`config.mk`:
```
export PLATFORM = sky130hd
export DESIGN_NAME = nai_front
export DESIGN_NICKNAME = d
export VERILOG_FILES = /design/src/hdl/nai_pkg.sv /design/src/hdl/nai_front.sv
export SDC_FILE = /design/constraint.sdc
export NUM_CORES = 1
export LEC_CHECK = 0
export BUFFER_PORTS_ARGS = -buffer_cell sky130_fd_sc_hd__buf_2
export CAP_MARGIN = 20
export CORE_MARGIN = 4
export CORE_UTILIZATION = 40
export DETAILED_ROUTE_END_ITERATION = 16
export PLACE_DENSITY_LB_ADDON = 0.3
export REMOVE_ABC_BUFFERS = 1
export SYNTH_ARGS = -nofsm -noshare
export SYNTH_HDL_FRONTEND = slang
export SYNTH_SLANG_ARGS = --single-unit
```
`constraint.sdc`:
```
create_clock -name vclk -period 9.84
set_input_delay 1.968 -clock vclk [all_inputs]
set_output_delay 1.968 -clock vclk [all_outputs]
set_load 0.1 [all_outputs]
```
`src/hdl/nai_pkg.sv`:
```
`timescale 1ns / 1ps
// ----------------------------------------------------------------------------
// nai_pkg
// Shared types, constants and helpers of the null-aware int64 expression ALU.
// ----------------------------------------------------------------------------
package nai_pkg;

    localparam int ROW_W       = 10;
    localparam int DATA_W      = 64;
    localparam int CMD_W       = 4;
    localparam int QUEUE_DEPTH = 4;
    // one quotient bit per back-end stage
    localparam int DIV_STEPS   = DATA_W;
    // back-end stage at which the multiply result is folded in
    localparam int MUL_STAGE   = 4;
    // cycles from an accepted request to its result strobe
    localparam int LATENCY     = DIV_STEPS + 3;

    localparam logic [DATA_W-1:0] SIGN_BIT = {1'b1, {(DATA_W-1){1'b0}}};

    typedef enum logic [CMD_W-1:0] {
        CMD_ADD    = 4'd0,
        CMD_SUB    = 4'd1,
        CMD_MUL    = 4'd2,
        CMD_DIV    = 4'd3,
        CMD_EQ     = 4'd4,
        CMD_NE     = 4'd5,
        CMD_LT     = 4'd6,
        CMD_LE     = 4'd7,
        CMD_GT     = 4'd8,
        CMD_GE     = 4'd9,
        CMD_AND    = 4'd10,
        CMD_OR     = 4'd11,
        CMD_NOT    = 4'd12,
        CMD_ISNULL = 4'd13
    } t_cmd;

    // classified request, front end to back end
    typedef struct packed {
        logic [ROW_W-1:0]  row;
        logic [CMD_W-1:0]  cmd;
        logic [DATA_W-1:0] res;    // finished result for ops other than mul/div
        logic              vld;    // result valid, or "operands usable" for mul/div
        logic              neg;    // result sign for mul/div
        logic [DATA_W-1:0] mag_a;
        logic [DATA_W-1:0] mag_b;
    } t_job;

    // one back-end pipeline stage
    typedef struct packed {
        logic [ROW_W-1:0]  row;
        logic [CMD_W-1:0]  cmd;
        logic [DATA_W-1:0] res;
        logic              vld;
        logic              neg;
        logic [DATA_W-1:0] rem;    // partial remainder
        logic [DATA_W-1:0] quo;    // dividend shifting out, quotient shifting in
        logic [DATA_W-1:0] dvs;    // divisor magnitude
    } t_stg;

    // one restoring-division step
    function automatic t_stg div_step(input t_stg s);
        t_stg            o;
        logic [DATA_W-1:0] sh;
        logic [DATA_W:0]   diff;
        o    = s;
        sh   = {s.rem[DATA_W-2:0], s.quo[DATA_W-1]};
        diff = {1'b0, sh} - {1'b0, s.dvs};
        if (!diff[DATA_W]) begin
            o.rem = diff[DATA_W-1:0];
            o.quo = {s.quo[DATA_W-2:0], 1'b1};
        end else begin
            o.rem = sh;
            o.quo = {s.quo[DATA_W-2:0], 1'b0};
        end
        return o;
    endfunction

endpackage

```
`src/hdl/nai_front.sv`:
```
`timescale 1ns / 1ps
// ----------------------------------------------------------------------------
// nai_front
// Classifies a request: finishes add/sub/compare/logic ops, prepares
// operand magnitudes and sign for multiply and divide.
// ----------------------------------------------------------------------------
module nai_front (
    input  logic [nai_pkg::CMD_W-1:0]         i_cmd,
    input  logic [nai_pkg::ROW_W-1:0]         i_row_index,
    input  logic signed [nai_pkg::DATA_W-1:0] i_operand_a,
    input  logic                              i_operand_a_valid,
    input  logic signed [nai_pkg::DATA_W-1:0] i_operand_b,
    input  logic                              i_operand_b_valid,
    output nai_pkg::t_job                     o_job
);

    logic                          both;
    logic [nai_pkg::DATA_W-1:0]    sum;
    logic [nai_pkg::DATA_W-1:0]    dif;
    logic                          add_ovf;
    logic                          sub_ovf;
    logic                          lt_ab;
    logic                          lt_ba;
    logic                          x_true;
    logic                          y_true;
    logic [nai_pkg::DATA_W-1:0]    res;
    logic                          vld;

    assign both   = i_operand_a_valid & i_operand_b_valid;
    assign sum    = i_operand_a + i_operand_b;
    assign dif    = i_operand_a - i_operand_b;
    assign lt_ab  = i_operand_a < i_operand_b;
    assign lt_ba  = i_operand_b < i_operand_a;
    assign x_true = i_operand_a != '0;
    assign y_true = i_operand_b != '0;

    // signed overflow: operand signs vs. result sign
    assign add_ovf = ~(i_operand_a[nai_pkg::DATA_W-1] ^ i_operand_b[nai_pkg::DATA_W-1])
                     & (i_operand_a[nai_pkg::DATA_W-1] ^ sum[nai_pkg::DATA_W-1]);
    assign sub_ovf = (i_operand_a[nai_pkg::DATA_W-1] ^ i_operand_b[nai_pkg::DATA_W-1])
                     & (i_operand_a[nai_pkg::DATA_W-1] ^ dif[nai_pkg::DATA_W-1]);

    // per-op result and null flag
    always_comb begin
        res = '0;
        vld = 1'b0;
        unique case (nai_pkg::t_cmd'(i_cmd))
            nai_pkg::CMD_ADD: begin
                res = sum;
                vld = both & ~add_ovf;
            end
            nai_pkg::CMD_SUB: begin
                res = dif;
                vld = both & ~sub_ovf;
            end
            // finished in the back end
            nai_pkg::CMD_MUL: vld = both;
            nai_pkg::CMD_DIV: begin
                vld = both && (i_operand_b != '0)
                      && !((i_operand_a == nai_pkg::SIGN_BIT) && (i_operand_b == '1));
            end
            nai_pkg::CMD_EQ: begin
                res = {{(nai_pkg::DATA_W-1){1'b0}}, i_operand_a == i_operand_b};
                vld = both;
            end
            nai_pkg::CMD_NE: begin
                res = {{(nai_pkg::DATA_W-1){1'b0}}, i_operand_a != i_operand_b};
                vld = both;
            end
            nai_pkg::CMD_LT: begin
                res = {{(nai_pkg::DATA_W-1){1'b0}}, lt_ab};
                vld = both;
            end
            nai_pkg::CMD_LE: begin
                res = {{(nai_pkg::DATA_W-1){1'b0}}, ~lt_ba};
                vld = both;
            end
            nai_pkg::CMD_GT: begin
                res = {{(nai_pkg::DATA_W-1){1'b0}}, lt_ba};
                vld = both;
            end
            nai_pkg::CMD_GE: begin
                res = {{(nai_pkg::DATA_W-1){1'b0}}, ~lt_ab};
                vld = both;
            end
            // Kleene logic: a known false decides AND, a known true decides OR
            nai_pkg::CMD_AND: begin
                res = {{(nai_pkg::DATA_W-1){1'b0}}, x_true & y_true};
                vld = both | (i_operand_a_valid & ~x_true) | (i_operand_b_valid & ~y_true);
            end
            nai_pkg::CMD_OR: begin
                res = {{(nai_pkg::DATA_W-1){1'b0}}, x_true | y_true};
                vld = both | (i_operand_a_valid & x_true) | (i_operand_b_valid & y_true);
            end
            nai_pkg::CMD_NOT: begin
                res = {{(nai_pkg::DATA_W-1){1'b0}}, ~x_true};
                vld = i_operand_a_valid;
            end
            nai_pkg::CMD_ISNULL: begin
                res = {{(nai_pkg::DATA_W-1){1'b0}}, ~i_operand_a_valid};
                vld = 1'b1;
            end
            default: begin
                res = '0;
                vld = 1'b0;
            end
        endcase
    end

    // null results read as zero
    always_comb begin
        o_job.row   = i_row_index;
        o_job.cmd   = i_cmd;
        o_job.res   = vld ? res : '0;
        o_job.vld   = vld;
        o_job.neg   = i_operand_a[nai_pkg::DATA_W-1] ^ i_operand_b[nai_pkg::DATA_W-1];
        o_job.mag_a = i_operand_a[nai_pkg::DATA_W-1] ? (~i_operand_a + 1'b1) : i_operand_a;
        o_job.mag_b = i_operand_b[nai_pkg::DATA_W-1] ? (~i_operand_b + 1'b1) : i_operand_b;
    end

endmodule

```
* Yosys cells after proc, flatten, opt, wreduce, memory -nomap -nowiden *
Cells that the tools add are included.

storage, ports and cells
  bits in registers = 0
  input bits = 144
  output and inout port bits = 208

operators by class
  add/sub/neg operators = 4
  $lt $le $gt $ge = 2
  equality and inequality tests = 17
  multiplexer cells = 5
  bitwise operators = 28
  reduce and logical (&&, ||, !) cells = 8

operator list
  kind                                                                    count
  64-bit one-hot mux with 12 select lines                                 1
  64-bit 2-to-1 mux                                                       3
  64-bit by 1-bit adder with 64-bit output (second input constant)        2
  64-bit equality test (second input constant)                            2
  64-bit less-than comparator                                             2
  64-bit NOT                                                              2
  64-bit nonzero test                                                     2
  64-bit adder                                                            1
  64-bit equality test                                                    1
  64-bit inequality test                                                  1
  64-bit subtractor                                                       1
  4-bit equality test (second input constant)                             6
  4-bit by 3-bit equality test with 1-bit output (second input constant)  4
  1-bit AND                                                               10
  4-bit by 2-bit equality test with 1-bit output (second input constant)  2
  1-bit NOT                                                               8
  1-bit one-hot mux with 8 select lines                                   1
  7-bit OR reduction                                                      1
  1-bit OR                                                                5
  4-bit by 1-bit equality test with 1-bit output (second input constant)  1
  4-bit zero test                                                         1
  1-bit logical AND                                                       3
  1-bit XOR                                                               3
  1-bit zero test                                                         1

* Longest topological paths before layout *
  depth in word-level cells = 7
  gate-level depth with buffers = 18
  mapped depth without buffers = 15

* Least setup slack after synthesis *
No wires, ideal clock.

  path type = input-to-output
  start = input port i_operand_b[38] (netlist name)
  end = output port o_job[183] (netlist name)
  arrival = 7114 ps
  data required time = 7872 ps
  slack = 758 ps
  cell stages on the path = 16
  buffers on the path = 3
  path through = inv_1 > ha_1 > clkbuf_1 > inv_1 > nor4_1 > a21oi_1 > o21a_1 > o311a_1 > o21ai_0 > a21oi_1 > xnor2_1 > a311o_1 > or2_1 > buf_2 > buf_2 > nor3b_1

RTL lines
  what         RTL line         source
  from (decl)  nai_front.sv:12  input logic signed [nai_pkg::DATA_W-1:0] i_operand_b,
  to (decl)    nai_front.sv:14  output nai_pkg::t_job o_job

==> results.json <==
{
  "ys_types": 79,
  "cts_setup_buffers": 0,
  "nets": 2358,
  "setup.worst_path.end_class": "primary output",
  "rsz0062_at_grt": "false",
  "worstPathMaxFanout": 33,
  "slew_headroom_pct": 41.42,
  "postSynthCellCount": 1848,
  "p_leak_nw": 5.827,
  "fin_crit_sh_pct": 90.18,
  "crit_type": "in -> out",
  "route.detailed.drc": 0,
  "crit_chain": "buf_2 -> inv_1 -> ha_1 -> nor2b_1 -> o221ai_1 -> a2111oi_1 -> a21o_1 -> a41o_1 -> a31oi_1 -> o31ai_1 -> a31oi_1 -> mux2i_1 -> or2_2 -> buf_4 -> nor3_1 -> buf_2",
  "dr.pass1.iters": 7,
  "io_buffer_count": 332,
  "core_um2": 28700,
  "slowest_stage": "a2111oi_1",
  "synthTopCellsByCount": "a21oi_1, xnor2_1, nor2_1",
  "max-cap-violations": 0,
  "wire_per_inst_um": 24.16,
  "die_width_um": 178.6,
  "cp.arrival_ns": 6.91,
  "core.rowCount": 62,
  "fmaxAchievable_ghz": 0.1127,
  "status": "completed",
  "setup_viol_count_final": 0,
  "netlist_area_um2": 11650,
  "vias_per_cell": 6.468,
  "power.total_mw": 1.272,
  "postCtsHoldBufs": 0,
  "track_usage_pct": 35.07,
  "synth_top_area_cell": "ha_1",
  "drive_gt1_share_pct": 18.13,
  "grt_pass1_vias": 14872,
  "synth.area.top_cells": "ha_1, xnor2_1, a21oi_1",
  "cp_slowest_stage_delay_ns": 0.60,
  "die_y_um": 178.6,
  "gr-total-overflow": 0,
  "finalHoldViolations": 0,
  "place.gp.congestion": 1.098,
  "powerDensity_nw_per_um2": 95.02,
  "max_slew.worst_pin.slew_ns": 0.8673,
  "n_sequential_cell": 0,
  "die_area_um2": 31910,
  "final.clkbuf_count": 0,
  "setup_tns_ns": 0,
  "hp-class": "in -> out",
  "num_io_pins": 352,
  "ir_drop_v": 0.00008493,
  "slew_violations": 0,
  "grt_start_max_net_pins": 68,
  "avgSynthCellArea_um2": 6.302,
  "num_vias": 15937,
  "synth_top_cell_area_share_pct": 13.97,
  "synth-seq-area-share_pct": 0,
  "area_growth_pct": 14.99,
  "finalCriticalPeriod_ns": 8.873,
  "start_util_pct": 40.58,
  "drt_iter0_markers": 1896,
  "final_antenna_net_count": 0,
  "dp_hpwl_um": 49290,
  "nFillCells": 3117,
  "utilization_pct": 46.66,
  "postCtsResizedCells": 0,
  "yosysWarningCount": 0,
  "cp_data_required_time_ns": 7.87,
  "antenna_found_initial": 0,
  "regArea_um2": 0,
  "synth_most_common_cell": "a21oi_1",
  "grt_pass1_wl_um": 88130,
  "cp-start-kind": "input pin",
  "wl_um": 59520,
  "multiInputGateArea_um2": 10620,
  "n_antenna_cell": 0
}
-- worst max-delay path, delay by kind of cell --
family	cells	cell delay [ns]
fa+ha+maj	1	0.31
simple gates	3	0.99
compound gates	7	2.33
mux	1	0.18
buf+inv	4	1.10
-- per-stage QoR --
stage          instances  area, um2  setup slack (ns)  hold WS (ns)
6_report            2464      13390            0.9668         3.937
5_1_grt             2464      13390            0.6632         3.937
4_1_cts             2464      13390             1.062         3.937
3_5_place_dp        2464      13390             1.092         3.937
3_3_place_gp        2464      13390             1.170         3.937
2_1_floorplan       1733      11140            0.4503         3.936
-- cell usage in the layout, fill, tap and decap left out, types with 34 or more instances in the layout --
cell type,instances
o31ai_1,67
o21ai_0,121
buf_2,332
o21bai_1,36
xnor2_1,177
nand2_1,148
ha_1,130
a21oi_1,179
nor3_1,55
nand3_1,52
nor4_1,47
nor2_1,173
a21o_1,34
inv_1,135
nand4_1,65
-- report_power, final --
part / switching, mW / internal, mW / total, mW
Combinational: 0.973 / 0.299 / 1.27
Clock: 0 / 0 / 0
Sequential: 0 / 0 / 0
Total: 0.973 / 0.299 / 1.27
-- cell type report --
type	count	area share (%)
inverter	138	3.868
multi-input combinational	1595	79.30
tap	384	3.588
timing repair buffer	347	13.25
-- path summary, 6_finish.rpt --
path | depth (start not counted) | from | end | slack [ns]
max | 16 | i_operand_b[1] | o_job[177] | 0.97
min | 0 | i_row_index[0] | o_job[198] | 3.94
-- metal layers --
metal	wire [um]	vias to the layer above	global-route usage, %
met5	0	-	0
met4	2729	0	12.60
met3	6075	167	5.320
met2	26360	1012	56.83
met1	24350	7526	47.13
li1	-	7232	-
-- logic make-up (layout without fill, tap and decap cells) --
kind of cell / after synthesis / in the layout / synth area share (%)
fa+ha+maj: 132 / 132 / 14.31
mux: 12 / 12 / 1.031
xor+xnor: 181 / 181 / 13.61
simple gates: 662 / 662 / 28.32
compound gates: 608 / 608 / 33.91
buf+inv: 253 / 485 / 8.820
(Power assumes the default switching activity.)
