[config.mk]
export PLATFORM = sky130hd
export DESIGN_NAME = nai_queue
export DESIGN_NICKNAME = d
export VERILOG_FILES = /design/src/hdl/nai_pkg.sv /design/src/hdl/nai_queue.sv
export SDC_FILE = /design/constraint.sdc
export NUM_CORES = 1
export LEC_CHECK = 0
export ABC_CLOCK_PERIOD_IN_PS = 12900
export BUFFER_PORTS_ARGS = -buffer_cell sky130_fd_sc_hd__clkbuf_2
export CAP_MARGIN = 25
export CELL_PAD_IN_SITES_DETAIL_PLACEMENT = 0
export CELL_PAD_IN_SITES_GLOBAL_PLACEMENT = 1
export CORE_ASPECT_RATIO = 1.1
export CORE_UTILIZATION = 25
export DETAILED_ROUTE_END_ITERATION = 8
export GPL_ROUTABILITY_DRIVEN = 0
export PLACE_DENSITY_LB_ADDON = 0.1
export SLEW_MARGIN = 25
export SYNTH_ARGS = -nofsm -noshare
export SYNTH_HDL_FRONTEND = slang
export SYNTH_SLANG_ARGS = --single-unit
export TNS_END_PERCENT = 5
[constraint.sdc]
create_clock -name i_clk -period 12.9 [get_ports i_clk]
set_input_delay 2.58 -clock i_clk [delete_from_list [all_inputs] [get_ports i_clk]]
set_output_delay 2.58 -clock i_clk [all_outputs]
set_load 0.05 [all_outputs]
[src/hdl/nai_pkg.sv]
`timescale 1ns / 1ps
// ----------------------------------------------------------------------------
// nai_pkg
// Shared types, constants and helpers of the null-aware int64 expression ALU.
// ----------------------------------------------------------------------------
package nai_pkg;

    localparam int ROW_W       = 10;
    localparam int DATA_W      = 64;
    localparam int CMD_W       = 4;
    localparam int QUEUE_DEPTH = 4;
    // one quotient bit per back-end stage
    localparam int DIV_STEPS   = DATA_W;
    // back-end stage at which the multiply result is folded in
    localparam int MUL_STAGE   = 4;
    // cycles from an accepted request to its result strobe
    localparam int LATENCY     = DIV_STEPS + 3;

    localparam logic [DATA_W-1:0] SIGN_BIT = {1'b1, {(DATA_W-1){1'b0}}};

    typedef enum logic [CMD_W-1:0] {
        CMD_ADD    = 4'd0,
        CMD_SUB    = 4'd1,
        CMD_MUL    = 4'd2,
        CMD_DIV    = 4'd3,
        CMD_EQ     = 4'd4,
        CMD_NE     = 4'd5,
        CMD_LT     = 4'd6,
        CMD_LE     = 4'd7,
        CMD_GT     = 4'd8,
        CMD_GE     = 4'd9,
        CMD_AND    = 4'd10,
        CMD_OR     = 4'd11,
        CMD_NOT    = 4'd12,
        CMD_ISNULL = 4'd13
    } t_cmd;

    // classified request, front end to back end
    typedef struct packed {
        logic [ROW_W-1:0]  row;
        logic [CMD_W-1:0]  cmd;
        logic [DATA_W-1:0] res;    // finished result for ops other than mul/div
        logic              vld;    // result valid, or "operands usable" for mul/div
        logic              neg;    // result sign for mul/div
        logic [DATA_W-1:0] mag_a;
        logic [DATA_W-1:0] mag_b;
    } t_job;

    // one back-end pipeline stage
    typedef struct packed {
        logic [ROW_W-1:0]  row;
        logic [CMD_W-1:0]  cmd;
        logic [DATA_W-1:0] res;
        logic              vld;
        logic              neg;
        logic [DATA_W-1:0] rem;    // partial remainder
        logic [DATA_W-1:0] quo;    // dividend shifting out, quotient shifting in
        logic [DATA_W-1:0] dvs;    // divisor magnitude
    } t_stg;

    // one restoring-division step
    function automatic t_stg div_step(input t_stg s);
        t_stg            o;
        logic [DATA_W-1:0] sh;
        logic [DATA_W:0]   diff;
        o    = s;
        sh   = {s.rem[DATA_W-2:0], s.quo[DATA_W-1]};
        diff = {1'b0, sh} - {1'b0, s.dvs};
        if (!diff[DATA_W]) begin
            o.rem = diff[DATA_W-1:0];
            o.quo = {s.quo[DATA_W-2:0], 1'b1};
        end else begin
            o.rem = sh;
            o.quo = {s.quo[DATA_W-2:0], 1'b0};
        end
        return o;
    endfunction

endpackage

[src/hdl/nai_queue.sv]
`timescale 1ns / 1ps
// ----------------------------------------------------------------------------
// nai_queue
// Short register FIFO of classified requests between front and back end.
// ----------------------------------------------------------------------------
module nai_queue #(
    parameter int DEPTH = nai_pkg::QUEUE_DEPTH
) (
    input  logic          i_clk,
    input  logic          i_rst_n,
    input  logic          i_push,
    input  nai_pkg::t_job i_data,
    input  logic          i_pop,
    output nai_pkg::t_job o_data,
    output logic          o_empty,
    output logic          o_full
);

    localparam int AW = (DEPTH > 1) ? $clog2(DEPTH) : 1;
    localparam int CW = $clog2(DEPTH + 1);
    localparam logic [AW-1:0] LAST = AW'(DEPTH - 1);
    localparam logic [CW-1:0] FULL = CW'(DEPTH);

    nai_pkg::t_job r_mem [DEPTH];
    logic [AW-1:0] r_wr, n_wr;
    logic [AW-1:0] r_rd, n_rd;
    logic [CW-1:0] r_cnt, n_cnt;
    logic          do_push;
    logic          do_pop;

    assign o_empty = r_cnt == '0;
    assign o_full  = r_cnt == FULL;
    assign o_data  = r_mem[r_rd];
    assign do_push = i_push & ~o_full;
    assign do_pop  = i_pop & ~o_empty;

    // pointer and count update
    always_comb begin
        n_wr  = do_push ? ((r_wr == LAST) ? '0 : r_wr + 1'b1) : r_wr;
        n_rd  = do_pop  ? ((r_rd == LAST) ? '0 : r_rd + 1'b1) : r_rd;
        n_cnt = r_cnt + CW'(do_push) - CW'(do_pop);
    end

    always_ff @(posedge i_clk) begin
        if (!i_rst_n) begin
            r_wr  <= '0;
            r_rd  <= '0;
            r_cnt <= '0;
        end else begin
            r_wr  <= n_wr;
            r_rd  <= n_rd;
            r_cnt <= n_cnt;
        end
    end

    // storage
    always_ff @(posedge i_clk) begin
        if (do_push) begin
            r_mem[r_wr] <= i_data;
        end
    end

endmodule

# Yosys cells after proc, flatten, opt, wreduce, memory -nomap -nowiden
# Memories as Yosys holds them, arrays and structs flattened. A register that Yosys moved wholly into a read port is not among the register bits.
# Index checks and enable logic that the tools add are counted.
# W data, S select, Z words.
# totals
ramBits	832
n_memories	1
reg_bits	7
output_inout_bits	210
inputBits	212
word_cells	22
# classes
mux	6
eq_ne	3
n_addsub	4
n_reduce_logical	1
bitwise	4
# mem_list
memory	depth	word_bits	read_ports	rd_clocked_by_memory_dff	wr	line_no	source
r_mem	4	208	1	1	1	nai_queue.sv:24	nai_pkg::t_job r_mem [DEPTH];
# op_table
operator	n
$mux W2	4
$add A2 B1 Y2 const B	2
$eq A2 B2 Y1 const B	2
$add A3 B1 Y3	1
$eq A3 B3 Y1 const B	1
$logic_not A3 Y1	1
$sub A3 B1 Y3	1
$and A1 B1 Y1	2
$mux W1	2
$not A1 Y1	2

# Longest topological paths before layout
# Gate-level depths: netlist of run 1.
# logic_depth
ltp_word	5
mapped_depth	11
depth_no_buf	10

# Worst setup path before layout of run 1
# Ideal clock, no wire load.
# synth_timing
kind	input to register
startpoint	input port i_push
endpoint	memory r_mem[0][0] in the netlist's numbering, enable pin
setup_ns	0.594
arrival_ns	7.700
t_required_ns	12.306
path_stages	3
path_slack_ns	4.606
path_cell_list	nor2b_1 -> clkbuf_1 -> and2_1
# synth_via
elab_chain_len	3
# synth_rtl
item	line_no	source
start, declared	nai_queue.sv:11	input logic i_push,
$and A1 B1 Y1	nai_queue.sv:34	assign do_push = i_push & ~o_full;
$mux W1	nai_queue.sv:58	if (do_push) begin
$mux W1 (implied by the code)	nai_queue.sv:59	r_mem[r_wr] <= i_data;
end, declared	nai_queue.sv:24	
# No other way between the ends.

==> results of run 1 <==
[worst max path at each step]
stage	startpoint	endpoint	slack, ps	cells past startpoint
6_report	flop	o_data[83]	6350	4
5_1_grt	flop	o_data[192]	5970	4
4_1_cts	flop	o_data[192]	6070	4
3_5_place_dp	i_push	r_mem[2][68]	6760	5
3_3_place_gp	i_push	r_mem[2][157]	6790	5
2_1_floorplan	i_push	r_mem[0][0]	4610	3
[power by group through the flow]
stage | sequential (uW) | clock (uW) | combinational (uW)
6_report | 3410 | 2810 | 2420
5_1_grt | 3440 | 3020 | 2560
4_1_cts | 3420 | 2920 | 2500
3_5_place_dp | 3470 | 0 | 2500
3_3_place_gp | 3460 | 0 | 2500
2_1_floorplan | 3480 | 0 | 1860
[stage by stage]
step | utilization | total power (uW) | instance area [sq um] | setup WS, ps | hold slack [ps]
3_3_place_gp | 0.287 | 5960 | 34500 | 6790 | 490
4_1_cts | 0.315 | 8840 | 37800 | 6070 | 509
6_report | 0.315 | 8640 | 37800 | 6350 | 509
5_1_grt | 0.315 | 9020 | 37800 | 5970 | 538
2_1_floorplan | - | 5340 | 30500 | 4610 | 468
3_5_place_dp | 0.287 | 5970 | 34500 | 6760 | 501
[worst min-delay path: stages (launching register included)]
cell	delay, ps
dfxtp_1	340
nand2_1	70
mux2i_1	60
[routing by layer]
metal / vias to the layer above / share of wire / wire length (um)
met5: - / 0.0015 / 110
met4: 16 / 0.022 / 1590
met3: 107 / 0.081 / 5970
met2: 373 / 0.49 / 35900
met1: 7209 / 0.41 / 30100
li1: 5967 / - / -
[logic make-up (layout without fill, tap and decap cells)]
group                      after synthesis  in the layout  share of synthesized area
AOI/OAI and AO/OA                        3              3                   0.000575
xor gates and xnor gates                 2              2                   0.000575
adders and majority gates                8              8                    0.00353
buffers and inverters                   55            628                     0.0114
DFF                                    841            841                      0.826
muxes                                  210            210                      0.154
other                                    0              7                          0
and+or+nand+nor                         20             20                    0.00337
[cell usage after synthesis]
| cell type | instances | area [sq um] |
|---|---|---|
| mux4_2 | 208 | 4680 |
| dfxtp_1 | 9 | 180 |
| inv_1 | 7 | 26.3 |
| nor2b_1 | 1 | 6.26 |
| ha_1 | 7 | 87.6 |
| mux2i_1 | 2 | 20.0 |
| buf_2 | 23 | 115 |
| buf_6 | 15 | 169 |
| and2_1 | 7 | 43.8 |
| nor2_1 | 2 | 7.51 |
| edfxtp_1 | 832 | 25000 |
| o21ai_0 | 2 | 10.0 |
| xnor2_1 | 2 | 17.5 |
| o31ai_1 | 1 | 7.51 |
| fa_1 | 1 | 20.0 |
| nor3b_1 | 1 | 7.51 |
| nand2_1 | 6 | 22.5 |
| nor3_1 | 1 | 5.00 |
| nand3_1 | 2 | 10.0 |
| buf_1 | 8 | 30.0 |
| clkbuf_1 | 2 | 7.51 |
[state kept, by name, summed over array words and instances (netlist names), named ones only]
name / flops
r_rd: 2
r_wr: 2
r_cnt: 3
r_mem: 832
[final cells by class]
cell class,count,area [sq um]
fillers,11700,82300
flip-flops and latches,841,25200
multi-input cells,243,4960
clock buffers,113,2510
repair buffers,442,2350
well taps,1620,2030
clock inverters,66,783
inverters,7,26.3
diodes,7,17.5
==> impl_metrics.env, run 1 <==
export IMPL_dr_pass1_iters=6
export IMPL_wl_per_cell_um=22.1
export IMPL_synth_avg_cell_area_sq_um=26.7
export IMPL_critPathLaunchType="flop"
export IMPL_drv_cap=0
export IMPL_die_h_um=368
export IMPL_hold_path_class="reg -> reg"
export IMPL_final_antenna_net_count=0
export IMPL_path_cells="buf_4 -> buf_4 -> mux4_2 -> clkbuf_2"
export IMPL_worst_ep_arrival_time_ps=3970
export IMPL_numCtsBuffers=97
export IMPL_cts_setup_buffers=0
export IMPL_grt_max_degree=115
export IMPL_die_area_sq_um=123000
export IMPL_intPower_uw=5710
export IMPL_fin_nets=1852
export IMPL_post_drt_via_cell_ratio=4.09
export IMPL_route_vias_total=13700
export IMPL_drive_above_1_share=0.468
export IMPL_finalSetupTns_ps=0
export IMPL_synth_seq_cells=841
export IMPL_routed_wl_mm=73.6
export IMPL_dpl_cell_count=3152
export IMPL_drt_initial_drc_count=576
export IMPL_port_buffers=421
export IMPL_synth_fp_nets=1359
export IMPL_rsz0062_at_grt="false"
export IMPL_worst_pin_slew_ps=1030
export IMPL_clock_sinks=841
export IMPL_cts_hold_buf=0
export IMPL_htreeDepth=3
export IMPL_hold_end="r_wr[1]"
export IMPL_netlist_area_sq_um=30500
export IMPL_required_ps=10320
export IMPL_crit_slowest_cell="buf_4"
export IMPL_worst_path_buf_inv=3
export IMPL_synthCells=1139
export IMPL_yosys_warnings=0
export IMPL_pwr_share_comb=0.280
export IMPL_grt_busiest_layer="met2"
export IMPL_ff2ff_path_depth=5
export IMPL_use_met3=0.0459
export IMPL_dieWidth_um=335
export IMPL_final_common_cell="edfxtp_1"
export IMPL_grt_pass1_wl_mm=106
export IMPL_reg2reg_setup_slack_ps=9090
export IMPL_ioPinCount=422
export IMPL_worstSetupPathType="reg -> out"
export IMPL_critPathMaxFanout=59
export IMPL_p_clk_frac=0.326
export IMPL_layout_common_cells="edfxtp_1 (832), clkbuf_2 (421), mux4_2 (208)"
export IMPL_grt_overflow=0
export IMPL_grtUsageMet2=0.195
export IMPL_syn2layout_area_growth_pct=24.2
export IMPL_min_path_cells=2
export IMPL_yosysUniqueCellTypes=21
export IMPL_finalNonFillerCells=3339
export IMPL_power_frac_seq=0.394
export IMPL_min_period_ps=6550
export IMPL_slew_headroom=0.315
export IMPL_reg2reg_to="r_mem[2][68]"
export IMPL_hold_path_startpoint="r_wr[1]"
export IMPL_crit_family="buffers and inverters"
export IMPL_finClkSkew_ps=21.9
export IMPL_switching_share=0.340
export IMPL_ir_worst_vdd_mv=0.116
export IMPL_clk_pin_slew_worst_paths_ps=60
export IMPL_fin_crit_sh=0.508
export IMPL_rows=133
export IMPL_start_util=0.254
export IMPL_setup_violations_final=0
export IMPL_maxSlewViolCount=0
export IMPL_first_global_vias=15200
export IMPL_powerDensity_nw_per_um2=228
export IMPL_hold_viol_final=0
export IMPL_core_area_sq_um=120000
export IMPL_grt_usage=0.120
export IMPL_drcViolationCount=0
export IMPL_status="finished clean"
export IMPL_critPathMaxStageDelay_ps=840
export IMPL_leakagePower_uw=0.0124
export IMPL_cts_tree="yes"
export IMPL_seq_area_frac_synth=0.826
export IMPL_critPathCaptureType="output pin"
export IMPL_cts_root_buffer="clkbuf_16"
export IMPL_achievable_frequency_ghz=0.153
export IMPL_clockBufferDepth=3
export IMPL_dpl_hpwl_mm=43.4
export IMPL_r2r_start="r_cnt[2]"
export IMPL_ctsResizeCount=0
export IMPL_antenna_found_initial=11
export IMPL_clk_latency_ps=690
export IMPL_p_switching_uw=2940
export IMPL_critPathMostFrequentCell="buf_4"
export IMPL_use_met1=0.143
(Power assumes the default switching activity.)
==> inputs of run 2 (changes only) <==
- ABC_CLOCK_PERIOD_IN_PS: 12900 -> 6300
- clock period: 12.9 -> 6.3 ns (I/O delays scaled with it)
==> impl_metrics.env, run 2 (same netlist as run 1, synthesis figures left out) <==
export IMPL_largestRegisters="r_mem: 832 flops, r_cnt: 3 flops"
export IMPL_critPathCaptureType="output pin"
export IMPL_clk_latency_ps=700
export IMPL_final_antenna_net_count=0
export IMPL_finalNonFillerCells=3328
export IMPL_route_vias_total=13700
export IMPL_drv_cap=0
export IMPL_syn2layout_area_growth_pct=23.8
export IMPL_rsz0062_at_grt="false"
export IMPL_rows=133
export IMPL_drive_above_1_share=0.462
export IMPL_wl_per_cell_um=22.6
export IMPL_worstSetupPathType="reg -> out"
export IMPL_powerDensity_nw_per_um2=462
export IMPL_post_place_ws_ps=2460
export IMPL_dieWidth_um=335
export IMPL_ir_worst_vdd_mv=0.234
export IMPL_fin_crit_sh=0.701
export IMPL_port_buffers=421
export IMPL_ioPinCount=422
export IMPL_post_drt_via_cell_ratio=4.11
export IMPL_dpl_cell_count=3151
export IMPL_required_ps=5040
export IMPL_hold_path_class="reg -> reg"
export IMPL_cts_hold_buf=0
export IMPL_finClkSkew_ps=34.7
export IMPL_layout_common_cells="edfxtp_1 (832), clkbuf_2 (421), mux4_2 (208)"
export IMPL_grt_pass1_wl_mm=108
export IMPL_top_register="r_mem"
export IMPL_dpl_hpwl_mm=44.4
export IMPL_crit_path_end="o_data[174]"
export IMPL_first_global_vias=15100
export IMPL_grt_max_degree=82
export IMPL_clock_sinks=841
export IMPL_status="finished clean"
export IMPL_final_common_cell="edfxtp_1"
export IMPL_reg2reg_setup_slack_ps=3470
export IMPL_setup_violations_final=0
export IMPL_min_period_ps=4420
export IMPL_worst_hold_slack_ps=510
export IMPL_cts_tree="yes"
export IMPL_grt_usage=0.122
export IMPL_fill_cells=11600
export IMPL_drt_initial_drc_count=593
export IMPL_hold_viol_final=0
export IMPL_die_h_um=368
export IMPL_leakagePower_uw=0.0123
export IMPL_start_util=0.254
export IMPL_r2r_start="r_cnt[2]"
export IMPL_clk_pin_slew_worst_paths_ps=50
export IMPL_numCtsBuffers=96
export IMPL_grt_overflow=0
export IMPL_stdcell_area_sq_um=37700
export IMPL_dr_pass1_iters=4
export IMPL_critPathLaunchType="flop"
export IMPL_core_area_sq_um=120000
export IMPL_largest_reg_flops=832
export IMPL_cts_root_buffer="clkbuf_16"
export IMPL_worst_pin_slew_ps=967
export IMPL_antenna_found_initial=13
export IMPL_fin_nets=1849
export IMPL_ctsResizeCount=0
export IMPL_finalCoreUtilization=0.314
export IMPL_maxSlewViolCount=0
export IMPL_worst_ep_arrival_time_ps=3160
export IMPL_reg2reg_to="r_mem[3][116]"
export IMPL_routed_wl_mm=75.2
export IMPL_fin_ws_ps=1880
export IMPL_ff2ff_path_depth=4
export IMPL_slew_headroom=0.355
export IMPL_dpl_cell_area_sq_um=34600
export IMPL_cts_setup_buffers=0
export IMPL_critPathMaxFanout=67
export IMPL_clockBufferDepth=3
export IMPL_die_area_sq_um=123000
export IMPL_htreeDepth=3
export IMPL_drcViolationCount=0
export IMPL_achievable_frequency_ghz=0.226
-- run 2: per-stage QoR --
step / setup TNS (ps) / power (uW)
after floorplan: -420700 / 10900
after global placement: 0 / 12300
after detailed placement: 0 / 12300
after CTS: 0 / 17800
after global routing: 0 / 18200
final: 0 / 17400
-- run 2: worst max-delay path: stages (launching register included) --
cell	delay [ps]
dfxtp_4	870
buf_12	500
mux4_2	650
clkbuf_2	270
-- run 2: cell type report --
class / count / area [sq um] / share of cell area
antenna: 4 / 10.0 / 0.000265
clock buffer: 113 / 2510 / 0.0665
clock inverter: 60 / 562 / 0.0149
inverter: 7 / 26.3 / 0.000697
multi-input combinational: 243 / 4960 / 0.132
sequential: 841 / 25200 / 0.667
tap: 1620 / 2030 / 0.0537
timing repair buffer: 440 / 2450 / 0.0650
-- run 2: routing by layer --
layer / vias to the layer above / routed length [um] / track usage
li1: 5944 / - / -
met1: 7214 / 30900 / 0.149
met2: 393 / 36200 / 0.198
met3: 119 / 6260 / 0.0463
met4: 24 / 1710 / 0.0427
met5: - / 162 / 0
-- run 2: where the power goes --
part	total [uW]	switching, uW	internal (uW)	leakage (uW)
sequential	6990	191	6800	0.00770
clock	5450	2210	3240	0.00150
combinational	4990	3590	1400	0.00315
total	17400	5990	11400	0.0123
-- run 2: worst min-delay path by stage --
stage,startpoint,slack [ps],to,cells after the start
after floorplan,r_wr[1],470,r_wr[1],2
final,r_wr[1],510,r_wr[1],2
after detailed placement,r_wr[0],510,r_wr[0],2
after CTS,r_wr[1],520,r_wr[1],2
after global routing,r_wr[0],550,r_wr[0],2
after global placement,r_wr[1],500,r_wr[1],2
